===== src/hdl/sha256_pkg.sv =====
// ----------------------------------------------------------------------------
// SHA-256 engine package
// Payload types, initial hash values, round constants and round functions.
// ----------------------------------------------------------------------------
`default_nettype none

package sha256_pkg;

  typedef struct packed {
    logic [31:0] data_word;
    logic [3:0]  valid_nibbles;
    logic        last_word;
  } sha_in_t;

  typedef struct packed {
    logic [31:0] digest_word;
    logic [2:0]  digest_index;
    logic        digest_done;
  } sha_out_t;

  // Word class handed from the front part to the back part.
  localparam logic [1:0] CMD_DATA = 2'd0;
  localparam logic [1:0] CMD_LAST = 2'd1;

  typedef struct packed {
    logic [1:0]  cmd;
    logic [31:0] word;
    logic [3:0]  nib;
  } sha_cmd_t;

  localparam logic [31:0] PAD_ONE = 32'h8000_0000;

  function automatic logic [31:0] iv_word(input logic [2:0] i);
    logic [31:0] r;
    case (i)
      3'd0: r = 32'h6a09e667;
      3'd1: r = 32'hbb67ae85;
      3'd2: r = 32'h3c6ef372;
      3'd3: r = 32'ha54ff53a;
      3'd4: r = 32'h510e527f;
      3'd5: r = 32'h9b05688c;
      3'd6: r = 32'h1f83d9ab;
      default: r = 32'h5be0cd19;
    endcase
    return r;
  endfunction

  localparam logic [31:0] ROUND_K [64] = '{
    32'h428a2f98, 32'h71374491, 32'hb5c0fbcf, 32'he9b5dba5,
    32'h3956c25b, 32'h59f111f1, 32'h923f82a4, 32'hab1c5ed5,
    32'hd807aa98, 32'h12835b01, 32'h243185be, 32'h550c7dc3,
    32'h72be5d74, 32'h80deb1fe, 32'h9bdc06a7, 32'hc19bf174,
    32'he49b69c1, 32'hefbe4786, 32'h0fc19dc6, 32'h240ca1cc,
    32'h2de92c6f, 32'h4a7484aa, 32'h5cb0a9dc, 32'h76f988da,
    32'h983e5152, 32'ha831c66d, 32'hb00327c8, 32'hbf597fc7,
    32'hc6e00bf3, 32'hd5a79147, 32'h06ca6351, 32'h14292967,
    32'h27b70a85, 32'h2e1b2138, 32'h4d2c6dfc, 32'h53380d13,
    32'h650a7354, 32'h766a0abb, 32'h81c2c92e, 32'h92722c85,
    32'ha2bfe8a1, 32'ha81a664b, 32'hc24b8b70, 32'hc76c51a3,
    32'hd192e819, 32'hd6990624, 32'hf40e3585, 32'h106aa070,
    32'h19a4c116, 32'h1e376c08, 32'h2748774c, 32'h34b0bcb5,
    32'h391c0cb3, 32'h4ed8aa4a, 32'h5b9cca4f, 32'h682e6ff3,
    32'h748f82ee, 32'h78a5636f, 32'h84c87814, 32'h8cc70208,
    32'h90befffa, 32'ha4506ceb, 32'hbef9a3f7, 32'hc67178f2
  };

  function automatic logic [31:0] ror(input logic [31:0] x, input int n);
    return (x >> n) | (x << (32 - n));
  endfunction

  function automatic logic [31:0] bsig0(input logic [31:0] x);
    return ror(x, 2) ^ ror(x, 13) ^ ror(x, 22);
  endfunction

  function automatic logic [31:0] bsig1(input logic [31:0] x);
    return ror(x, 6) ^ ror(x, 11) ^ ror(x, 25);
  endfunction

  function automatic logic [31:0] ssig0(input logic [31:0] x);
    return ror(x, 7) ^ ror(x, 18) ^ (x >> 3);
  endfunction

  function automatic logic [31:0] ssig1(input logic [31:0] x);
    return ror(x, 17) ^ ror(x, 19) ^ (x >> 10);
  endfunction

endpackage

`default_nettype wire


===== src/hdl/sha256_front.sv =====
// ----------------------------------------------------------------------------
// SHA-256 front end
// Accepts message words, classifies them and pushes commands into a queue.
// ----------------------------------------------------------------------------
`default_nettype none

module sha256_front
  import sha256_pkg::*;
#(
  parameter int DEPTH_LOG2 = 2
) (
  input  wire logic     clk,
  input  wire logic     rst_n,
  input  wire logic     in_valid,
  output logic          in_ready,
  input  wire sha_in_t  in_data,
  output logic          cmd_valid,
  input  wire logic     cmd_ready,
  output sha_cmd_t      cmd_data
);

  localparam int DEPTH = 1 << DEPTH_LOG2;

  sha_cmd_t               q_mem [DEPTH];
  logic [DEPTH_LOG2-1:0]  wr_ptr_r, rd_ptr_r;
  logic [DEPTH_LOG2:0]    cnt_r, cnt_nxt;
  sha_cmd_t               new_cmd;
  logic                   push, pop;

  assign in_ready  = (cnt_r != (DEPTH_LOG2+1)'(DEPTH));
  assign cmd_valid = (cnt_r != '0);
  assign cmd_data  = q_mem[rd_ptr_r];
  assign push      = in_valid && in_ready;
  assign pop       = cmd_valid && cmd_ready;

  always_comb begin
    new_cmd.word = in_data.data_word;
    if (in_data.last_word) begin
      new_cmd.cmd = CMD_LAST;
      new_cmd.nib = (in_data.valid_nibbles > 4'd8) ? 4'd8 : in_data.valid_nibbles;
    end else begin
      new_cmd.cmd = CMD_DATA;
      new_cmd.nib = 4'd8;
    end
  end

  always_comb begin
    cnt_nxt = cnt_r;
    if (push && !pop) begin
      cnt_nxt = cnt_r + 1'b1;
    end else if (pop && !push) begin
      cnt_nxt = cnt_r - 1'b1;
    end
  end

  always_ff @(posedge clk) begin
    if (push) begin
      q_mem[wr_ptr_r] <= new_cmd;
    end
  end

  always_ff @(posedge clk) begin
    if (!rst_n) begin
      wr_ptr_r <= '0;
      rd_ptr_r <= '0;
      cnt_r    <= '0;
    end else begin
      cnt_r <= cnt_nxt;
      if (push) begin
        wr_ptr_r <= wr_ptr_r + 1'b1;
      end
      if (pop) begin
        rd_ptr_r <= rd_ptr_r + 1'b1;
      end
    end
  end

endmodule

`default_nettype wire


===== src/hdl/sha256_core.sv =====
// ----------------------------------------------------------------------------
// SHA-256 back end
// Loads words into the block, pads, runs one round per cycle and emits digest.
// ----------------------------------------------------------------------------
`default_nettype none

module sha256_core
  import sha256_pkg::*;
(
  input  wire logic     clk,
  input  wire logic     rst_n,
  input  wire logic     cmd_valid,
  output logic          cmd_ready,
  input  wire sha_cmd_t cmd_data,
  output logic          out_valid,
  input  wire logic     out_ready,
  output sha_out_t      out_data
);

  localparam logic [2:0] ST_LOAD = 3'd0;
  localparam logic [2:0] ST_PAD  = 3'd1;
  localparam logic [2:0] ST_RUN  = 3'd2;
  localparam logic [2:0] ST_ADD  = 3'd3;
  localparam logic [2:0] ST_OUT  = 3'd4;

  logic [2:0]  state_r;
  logic [31:0] h_r [8];
  logic [31:0] v_r [8];
  logic [31:0] w_r [16];
  logic [3:0]  wib_r;
  logic [63:0] len_r;
  logic [5:0]  rnd_r;
  logic        pad_r;
  logic        fin_r;
  logic        skip_len_r;
  logic [1:0]  len_step_r;
  logic [2:0]  oidx_r;

  logic [31:0] wsel, wnew, t1, t2, in_word, pad_word, mask;
  logic [4:0]  shamt;
  logic        take;

  assign cmd_ready = (state_r == ST_LOAD);
  assign take      = cmd_valid && cmd_ready;
  assign out_valid = (state_r == ST_OUT);
  assign out_data.digest_word  = h_r[oidx_r];
  assign out_data.digest_index = oidx_r;
  assign out_data.digest_done  = (oidx_r == 3'd7);

  always_comb begin
    shamt = 5'(31 - 4 * cmd_data.nib);
    if (cmd_data.nib == 4'd0) begin
      mask = '0;
    end else begin
      mask = 32'hFFFF_FFFF << 6'(32 - 4 * cmd_data.nib);
    end
    if (cmd_data.cmd == CMD_LAST && cmd_data.nib != 4'd8) begin
      in_word = (cmd_data.word & mask) | (32'd1 << shamt);
    end else begin
      in_word = cmd_data.word;
    end
    if (pad_r) begin
      pad_word = PAD_ONE;
    end else if (skip_len_r) begin
      pad_word = '0;
    end else if (wib_r == 4'd14) begin
      pad_word = len_r[63:32];
    end else if (wib_r == 4'd15) begin
      pad_word = len_r[31:0];
    end else begin
      pad_word = '0;
    end
  end

  // Schedule: window slot rnd[3:0] is rewritten in place once rnd >= 16.
  always_comb begin
    wnew = ssig1(w_r[4'(rnd_r - 6'd2)]) + w_r[4'(rnd_r - 6'd7)]
         + ssig0(w_r[4'(rnd_r - 6'd15)]) + w_r[rnd_r[3:0]];
    wsel = (rnd_r < 6'd16) ? w_r[rnd_r[3:0]] : wnew;
    t1 = v_r[7] + bsig1(v_r[4]) + ((v_r[4] & v_r[5]) ^ (~v_r[4] & v_r[6]))
       + ROUND_K[rnd_r] + wsel;
    t2 = bsig0(v_r[0]) + ((v_r[0] & v_r[1]) ^ (v_r[0] & v_r[2]) ^ (v_r[1] & v_r[2]));
  end

  always_ff @(posedge clk) begin
    if (!rst_n) begin
      state_r <= ST_LOAD;
      wib_r   <= '0;
      len_r   <= '0;
      rnd_r   <= '0;
      pad_r   <= 1'b0;
      fin_r   <= 1'b0;
      skip_len_r <= 1'b0;
      len_step_r <= '0;
      oidx_r  <= '0;
      for (int i = 0; i < 8; i++) begin
        h_r[i] <= iv_word(3'(i));
      end
    end else begin
      case (state_r)
        ST_LOAD: begin
          if (take) begin
            w_r[wib_r] <= in_word;
            wib_r      <= wib_r + 1'b1;
            len_r      <= len_r + 64'(4 * cmd_data.nib);
            if (cmd_data.cmd == CMD_LAST) begin
              fin_r <= 1'b1;
              pad_r <= (cmd_data.nib == 4'd8);
              skip_len_r <= (cmd_data.nib != 4'd8) && (wib_r == 4'd14);
              state_r <= (wib_r == 4'd15) ? ST_RUN : ST_PAD;
            end else if (wib_r == 4'd15) begin
              state_r <= ST_RUN;
            end
            if (wib_r == 4'd15) begin
              for (int i = 0; i < 8; i++) begin
                v_r[i] <= h_r[i];
              end
            end
          end
        end
        ST_PAD: begin
          // Words 14 and 15 take the length only when the one-bit word sits
          // below word 14 of this block or in an earlier block.
          w_r[wib_r] <= pad_word;
          pad_r      <= 1'b0;
          wib_r      <= wib_r + 1'b1;
          if (pad_r && wib_r == 4'd14) begin
            skip_len_r <= 1'b1;
          end
          if (!pad_r && !skip_len_r && wib_r == 4'd15) begin
            len_step_r <= 2'd1;
          end
          if (wib_r == 4'd15) begin
            state_r <= ST_RUN;
            for (int i = 0; i < 8; i++) begin
              v_r[i] <= h_r[i];
            end
          end else if (!pad_r && wib_r == 4'd14) begin
            state_r <= ST_PAD;
          end
        end
        ST_RUN: begin
          if (rnd_r >= 6'd16) begin
            w_r[rnd_r[3:0]] <= wnew;
          end
          v_r[7] <= v_r[6];
          v_r[6] <= v_r[5];
          v_r[5] <= v_r[4];
          v_r[4] <= v_r[3] + t1;
          v_r[3] <= v_r[2];
          v_r[2] <= v_r[1];
          v_r[1] <= v_r[0];
          v_r[0] <= t1 + t2;
          rnd_r  <= rnd_r + 1'b1;
          if (rnd_r == 6'd63) begin
            state_r <= ST_ADD;
          end
        end
        ST_ADD: begin
          for (int i = 0; i < 8; i++) begin
            h_r[i] <= h_r[i] + v_r[i];
          end
          skip_len_r <= 1'b0;
          if (!fin_r) begin
            state_r <= ST_LOAD;
          end else if (len_step_r == 2'd1) begin
            state_r <= ST_OUT;
          end else begin
            state_r <= ST_PAD;
          end
        end
        ST_OUT: begin
          if (out_ready) begin
            oidx_r <= oidx_r + 1'b1;
            if (oidx_r == 3'd7) begin
              state_r    <= ST_LOAD;
              wib_r      <= '0;
              len_r      <= '0;
              fin_r      <= 1'b0;
              len_step_r <= '0;
              for (int i = 0; i < 8; i++) begin
                h_r[i] <= iv_word(3'(i));
              end
            end
          end
        end
        default: begin
          state_r <= ST_LOAD;
        end
      endcase
    end
  end

endmodule

`default_nettype wire


===== src/hdl/sha256_hash_engine_top.sv =====
// ----------------------------------------------------------------------------
// SHA-256 hash engine top level
// Message words in, eight digest words out.
// ----------------------------------------------------------------------------
// Usage: the input channel takes one 32-bit big-endian message word per
// transaction with a nibble count and a last flag. A small queue decouples
// the input side from the compression core, so words are taken while the
// core is busy until the queue fills. Each block of 16 words is loaded,
// run through 64 rounds by the single round unit and added into the hash.
// The last word triggers padding, one or two final compressions and then
// eight result transactions, index 0 first, with done set on index 7. When
// the receiver stalls, the current digest word is held and the core waits;
// the input queue keeps filling. Reset restores the initial hash values
// and clears the length and all control state. After the digest the engine
// is ready for the next message.
// ----------------------------------------------------------------------------
`default_nettype none

module sha256_hash_engine_top
  import sha256_pkg::*;
#(
  parameter int QUEUE_LOG2 = 2
) (
  input  wire logic     clk,
  input  wire logic     rst_n,
  input  wire logic     in_valid,
  output logic          in_ready,
  input  wire sha_in_t  in_data,
  output logic          out_valid,
  input  wire logic     out_ready,
  output sha_out_t      out_data
);

  logic     cmd_valid, cmd_ready;
  sha_cmd_t cmd_data;

  sha256_front #(.DEPTH_LOG2(QUEUE_LOG2)) u_front (
    .clk, .rst_n, .in_valid, .in_ready, .in_data,
    .cmd_valid, .cmd_ready, .cmd_data
  );

  sha256_core u_core (
    .clk, .rst_n, .cmd_valid, .cmd_ready, .cmd_data,
    .out_valid, .out_ready, .out_data
  );

endmodule

`default_nettype wire


===== config.mk =====
export PLATFORM = sky130hd
export DESIGN_NAME = sha256_hash_engine_top
export DESIGN_NICKNAME = d
export VERILOG_FILES = /design/src/hdl/sha256_pkg.sv /design/src/hdl/sha256_front.sv /design/src/hdl/sha256_core.sv /design/src/hdl/sha256_hash_engine_top.sv
export SDC_FILE = /design/constraint.sdc
export NUM_CORES = 2
export LEC_CHECK = 0
export ABC_AREA = 0
export BUFFER_PORTS_ARGS = -buffer_cell sky130_fd_sc_hd__buf_4
export CAP_MARGIN = 40
export CORE_ASPECT_RATIO = 0.7
export CORE_MARGIN = 8
export CORE_UTILIZATION = 40
export CTS_BUF_LIST = sky130_fd_sc_hd__clkbuf_16
export CTS_CLUSTER_DIAMETER = 100
export DETAILED_ROUTE_END_ITERATION = 10
export GPL_TIMING_DRIVEN = 0
export HOLD_SLACK_MARGIN = 0.15
export PLACE_DENSITY = 0.56
export SYNTH_ARGS = -nofsm -noshare
export SYNTH_HDL_FRONTEND = slang
export SYNTH_SLANG_ARGS = --single-unit
export TNS_END_PERCENT = 100

===== constraint.sdc =====
create_clock -name clk -period 17.1 [get_ports clk]
set_input_delay 3.42 -clock clk [delete_from_list [all_inputs] [get_ports clk]]
set_output_delay 3.42 -clock clk [all_outputs]
set_load 0.005 [all_outputs]

### After elaboration in Yosys (flattened, before gate mapping)

Memories as Yosys holds them, arrays and structs flattened. A register that Yosys moved wholly into a read port is not among the register bits.
Cells that the tools add are included.

* bits in read-only memories: 2048
* memories: 5
* flip-flop bits (word level): 92
* logic and storage cells: 336
* output and inout bits: 38
* bits of input ports: 41
* RAM bits: 1172

* $add $sub $neg: 31
* magnitude comparators: 4
* muxes and demuxes: 165
* equality and inequality tests: 22
* bitwise gates (word level): 63
* shift-type cells: 2
* reduce and logical (&&, ||, !) cells: 32

Memories
* (name not given): depth 64, bits a word 32, read ports 1, clocked after memory_dff 0, write ports 0, RTL line sha256_core.sv:81 `+ ROUND_K[rnd_r] + wsel;`
* u_core.w_r: depth 16, bits a word 32, read ports 4, clocked after memory_dff 1, write ports 1, RTL line sha256_core.sv:29 `logic [31:0] w_r [16];`
* u_core.h_r: depth 8, bits a word 32, read ports 9, clocked after memory_dff 1, write ports 8, RTL line sha256_core.sv:27 `logic [31:0] h_r [8];`
* u_core.v_r: depth 8, bits a word 32, read ports 8, clocked after memory_dff 0, write ports 8, RTL line sha256_core.sv:28 `logic [31:0] v_r [8];`
* u_front.q_mem: depth 4, bits a word 37, read ports 1, clocked after memory_dff 1, write ports 1, RTL line sha256_front.sv:24 `sha_cmd_t q_mem [DEPTH];`

Operator list (count)
* $mux W32: 83
* $add A32 B32 Y32: 18
* $xor A32 B32 Y32: 9
* $and A32 B32 Y32: 6
* $mux W64: 3
* $pmux W64 S2: 1
* $add A64 B6 Y64: 1
* $mux W1: 44
* $mux W3: 14
* $or A1 B1 Y1: 33
* $mux W4: 8
* $not A32 Y32: 1
* $or A10 B32 Y32: 1
* $or A13 B32 Y32: 1
* $or A14 B32 Y32: 1
* $or A15 B32 Y32: 1
* $or A19 B32 Y32: 1
* $or A21 B32 Y32: 1
* $or A25 B32 Y32: 1
* $or A26 B32 Y32: 1
* $or A30 B32 Y32: 1
* $or A32 B32 Y32: 1
* $or A7 B32 Y32: 1
* $reduce_or A32 Y1: 1
* other kinds (47): 86

### Logic depth before layout (Yosys ltp)

An unclocked memory read counts as a cell.

* depth after elaboration: 12
* depth in mapped cells: 58
* mapped depth without buffers: 49

### By module

From an unflattened synthesis, not the netlist that was laid out.

* cells, all modules: 7706
* area total of the unflattened synthesis: 87790.4 um^2

Modules (own cells, without submodules)
* sha256_core: seq. area each 31250.0 um^2, area an instance 81859.8 um^2, cells an instance 7458, instances 1
* sha256_front: seq. area each 4624.4 um^2, area an instance 5930.7 um^2, cells an instance 248, instances 1

### Worst setup path before layout

Ideal clock, no wire load.

* kind: register -> register
* start: reg u_core.rnd_r[0]
* end: mem u_core.v_r[0][31] (data pin)
* slack: 3.738 ns
* stages on the path, launching flop included: 57
* data arrival time: 13.098 ns
* buffers on the path: 10
* setup time: 0.263 ns
* required time: 16.837 ns
* cells stage by stage: dfxtp_1 -> buf_6 -> buf_4 -> buf_4 -> clkbuf_1 -> buf_2 -> clkbuf_1 -> inv_1 -> clkbuf_1 -> ha_1 -> buf_2 -> buf_2 -> buf_1 -> mux4_2 -> mux4_2 -> xnor2_1 -> xnor2_1 -> fa_1 -> (+21 left out) -> nor4_1 -> o21ai_0 -> nand2b_1 -> a21o_1 -> a21oi_1 -> xnor2_1 -> fa_1 -> ha_1 -> and3_1 -> nand2_1 -> or3b_2 -> a21oi_1 -> o31ai_1 -> a21oi_1 -> a21oi_1 -> xnor2_1 -> xnor2_1 -> o21ai_1

RTL lines
* start: declaration: RTL line sha256_core.sv:32 `logic [5:0] rnd_r;`
* start signal: assignment: RTL line sha256_core.sv:154 `rnd_r <= rnd_r + 1'b1;`
* end: declaration: RTL line sha256_core.sv:28

==> metrics <==
run status finished, final reports clean; max-cap check violation count 0; cell area after synthesis 0.08757 mm^2; fraction of met2 tracks used by global routing 0.3768; Seq cells post-synth between 1k and 1.5k; cell with the most instances after synthesis sky130_fd_sc_hd__nand2_1; routed length per instance 34.56 um; vias in the first global route ~66k; final non-filler cell total 11.19k; number of buffers and inverters on the critical path 13; Startpoint Class register; hold buffer count at CTS 0; initial antenna violation count 21; filler cell count in the final layout approximately 20k; Starting Density 0.4028; worst-case clock buffer depth 4; post-route cell area 0.1004 mm^2; fraction of synthesis flops using an asynchronous set or reset pin 0; number of cells produced by synthesis 7680; worst-case clock skew 130.4 ps; die span in x 575.2 um; area share of the largest cell type after synthesis 0.3580; maximum achievable frequency 59.34 MHz; largest fanout on the critical path 12; Hold Path Class reg2reg; H-tree depth reported by CTS 4; number of enable flip-flop cells after synthesis 1044; insertion delay to the later sink of the worst-skew pair 880 ps; wire length of the first global-routing pass 528800 um; number of buffers created by CTS 151; met3 track demand over resource 0.1543; register area share after synthesis 0.4097; vias per cell 6.462; count of routing violations after the opening detailed-route iteration 12.42k; final critical-path setup slack 249.2 ps; area growth from synthesis to final layout 14.64%; CP arrival 17450 ps; Largest delay share family, worst path compound AO/OA/AOI/OAI gates; dominant cells by area after synthesis sky130_fd_sc_hd__edfxtp_1 36%, sky130_fd_sc_hd__mux4_2 16%, sky130_fd_sc_hd__ha_1 6.0%; yosys warns 0; Post-Synthesis Net Count 8341; RSZ-0062 raised after global routing no; VDD IR-drop max approximately 0.00017 V; Clock Sink Count 1270; count of distinct cell types in the synthesized netlist 87; GRT overflow 0; global-route met1 utilization 0.5015; ratio of final minimum period to clock period 0.9854; library cell occupying the most area in the post-synthesis netlist sky130_fd_sc_hd__edfxtp_1; placed instance area around 0.096 mm^2; final net count 8838; clock-pin slew of the registers on the worst-case setup and hold paths 60 ps; fraction of final layout cells with drive strength greater than 1 0.1597; master of the slowest instance on the critical path sky130_fd_sc_hd__clkinv_1; global placement routability congestion just over 1; Total GRT Usage 0.3173; Core Footprint 0.2174 mm^2; clock period minus worst slack between 15000 and 20000 ps; total instance count after detailed placement 10.92k; Worst Setup End Kind register; area of the multi-input gates 0.04870 mm^2; I/O pin total 79; TritonCTS clock tree done; Die Span Y 407.5 um; area of the die 0.2344 mm^2; DR pass1 iterations 6; total number of placement rows 143; DRC violations left 0; CTS root buffer sky130_fd_sc_hd__clkbuf_16; Slew Viols, Final 0; PortBufs 78; most used routing layer met1; overall via count from detail_route a little over 70k; remaining antenna violation count after routing 0; endpoint required time on the critical path 17700 ps; slowest stage delay, CP 930 ps; number of hold violations in the final report 0; final wirelength 386800 um; top cell types by occurrence after synthesis 1065 x sky130_fd_sc_hd__nand2_1, 1044 x sky130_fd_sc_hd__edfxtp_1, 609 x sky130_fd_sc_hd__mux4_2; pin count of the biggest net entering global routing 56; leakage between 30 and 40 nW; average footprint of a synthesized cell 11.40 um^2; worst-case headroom to the max-slew limit 0.2577; power density relative to cell area between 100 and 150 mW/mm^2; Post-Place Worst Slack -822.3 ps; final setup violation count 0; category of the critical setup timing path reg2reg; Worst Max-Slew Pin Slew around 1100 ps; Detailed Place HPWL ~310000 um; prevailing post-synth register cell sky130_fd_sc_hd__edfxtp_1; sequential cell area in the final layout 0.03587 mm^2
==> state kept, by name, indices dropped and copies added, names as in the netlist, named ones only <==
| register | count |
|---|---|
| u_core.w_r | 512 |
| u_core.h_r | 256 |
| u_core.v_r | 256 |
| u_front.q_mem | 148 |
| u_core.len_r | 62 |
| u_core.rnd_r | 6 |
| u_core.wib_r | 4 |
| u_core.oidx_r | 3 |
| u_core.state_r | 3 |
| u_front.cnt_r | 3 |
| u_front.rd_ptr_r | 2 |
| u_front.wr_ptr_r | 2 |
| u_core.fin_r | 1 |
| u_core.len_step_r | 1 |
| u_core.pad_r | 1 |
| u_core.skip_len_r | 1 |
==> stage by stage <==
stage	TNS [ps]	hold WS [ps]	power (W)	util
2_1_floorplan	0	456.2	0.008385	-
3_3_place_gp	-31230	474.3	0.01052	0.4222
3_5_place_dp	-3774	487.0	0.01068	0.4399
4_1_cts	0	494.3	0.01382	0.4609
5_1_grt	0	512.3	0.01471	0.4616
6_report	0	496.2	0.01410	0.4618
==> where the power goes <==
group	leakage [nW]	internal [W]	total [W]	switching, W
Clock	2.34	0.00174	0.00312	0.00138
Sequential	11.2	0.00375	0.00382	0.0000718
Combinational	23.2	0.00261	0.00716	0.00455
Total	36.7	0.00809	0.0141	0.00601
==> worst min-delay path: cells and delay by family, from the launching register on <==
family          cells  cell delay, ps
flops               1             330
simple gates        1              60
compound gates      1              50
==> area by class of cell <==
| cell class | instances | area share |
|---|---|---|
| inverter | 424 | 0.01595 |
| tap | 2900 | 0.03615 |
| antenna | 11 | 0.0002742 |
| timing repair buffer | 346 | 0.04299 |
| clock inverter | 100 | 0.006407 |
| multi-input combinational | 5561 | 0.4851 |
| buffer | 423 | 0.01685 |
| clock buffer | 156 | 0.03889 |
| sequential | 1270 | 0.3574 |
==> cell families after synthesis <==
group | count (synthesis) | share of synthesized area
muxes | 735 | 0.1716
and+or+nand+nor | 2044 | 0.1030
adders and majority gates | 638 | 0.1075
DFF | 1270 | 0.4097
buffers and inverters | 849 | 0.03708
AOI/OAI and AO/OA | 1539 | 0.1103
xor gates and xnor gates | 605 | 0.06084
==> timing repair <==
| item | in CTS | in global routing |
|---|---|---|
| buffers inserted | 0 | 5 |
| pin swaps | 0 | 1 |
| endpoints found under the setup margin | 12 | 20 |
| gates resized for setup | 8 | 16 |
==> final timing paths <==
kind                     startpoint  slack (ps)           endpoint  depth (start not counted)
setup / recovery    u_core.rnd_r[1]         250  u_core.v_r[0][28]                         49
hold / removal    u_core.h_r[5][21]         500  u_core.h_r[5][21]                          2
setup reg to reg    u_core.rnd_r[1]         250  u_core.v_r[0][28]                         49
hold reg to reg   u_core.h_r[5][21]         500  u_core.h_r[5][21]                          2
==> cell usage in the layout (no fill, tap or decap), types with 46 or more instances in the layout <==
| cell | count |
|---|---|
| sky130_fd_sc_hd__a211oi_1 | 57 |
| sky130_fd_sc_hd__a21o_1 | 182 |
| sky130_fd_sc_hd__a21oi_1 | 445 |
| sky130_fd_sc_hd__a31oi_1 | 48 |
| sky130_fd_sc_hd__and2_1 | 46 |
| sky130_fd_sc_hd__and3_1 | 52 |
| sky130_fd_sc_hd__buf_1 | 54 |
| sky130_fd_sc_hd__buf_4 | 123 |
| sky130_fd_sc_hd__buf_6 | 80 |
| sky130_fd_sc_hd__buf_8 | 92 |
| sky130_fd_sc_hd__clkbuf_1 | 315 |
| sky130_fd_sc_hd__clkbuf_16 | 156 |
| sky130_fd_sc_hd__dfxtp_1 | 226 |
| sky130_fd_sc_hd__edfxtp_1 | 1044 |
| sky130_fd_sc_hd__fa_1 | 197 |
| sky130_fd_sc_hd__ha_1 | 422 |
| sky130_fd_sc_hd__inv_1 | 450 |
| sky130_fd_sc_hd__mux2i_1 | 85 |
| sky130_fd_sc_hd__mux4_2 | 609 |
| sky130_fd_sc_hd__nand2_1 | 1065 |
| sky130_fd_sc_hd__nand2b_1 | 55 |
| sky130_fd_sc_hd__nand3_1 | 117 |
| sky130_fd_sc_hd__nor2_1 | 345 |
| sky130_fd_sc_hd__nor2b_1 | 66 |
| sky130_fd_sc_hd__nor3_1 | 120 |
| sky130_fd_sc_hd__o211ai_1 | 53 |
| sky130_fd_sc_hd__o21a_1 | 64 |
| sky130_fd_sc_hd__o21ai_0 | 353 |
| sky130_fd_sc_hd__o21bai_1 | 53 |
| sky130_fd_sc_hd__or3_1 | 49 |
| sky130_fd_sc_hd__xnor2_1 | 356 |
| sky130_fd_sc_hd__xor2_1 | 238 |
==> per-layer routing <==
layer | wire length (um) | vias to the layer above
li1 | - | 29540
met1 | 173100 | 36560
met2 | 136000 | 5620
met3 | 68520 | 597
met4 | 9098 | 10
met5 | 44 | -
Power figures use the tool's default switching activity.
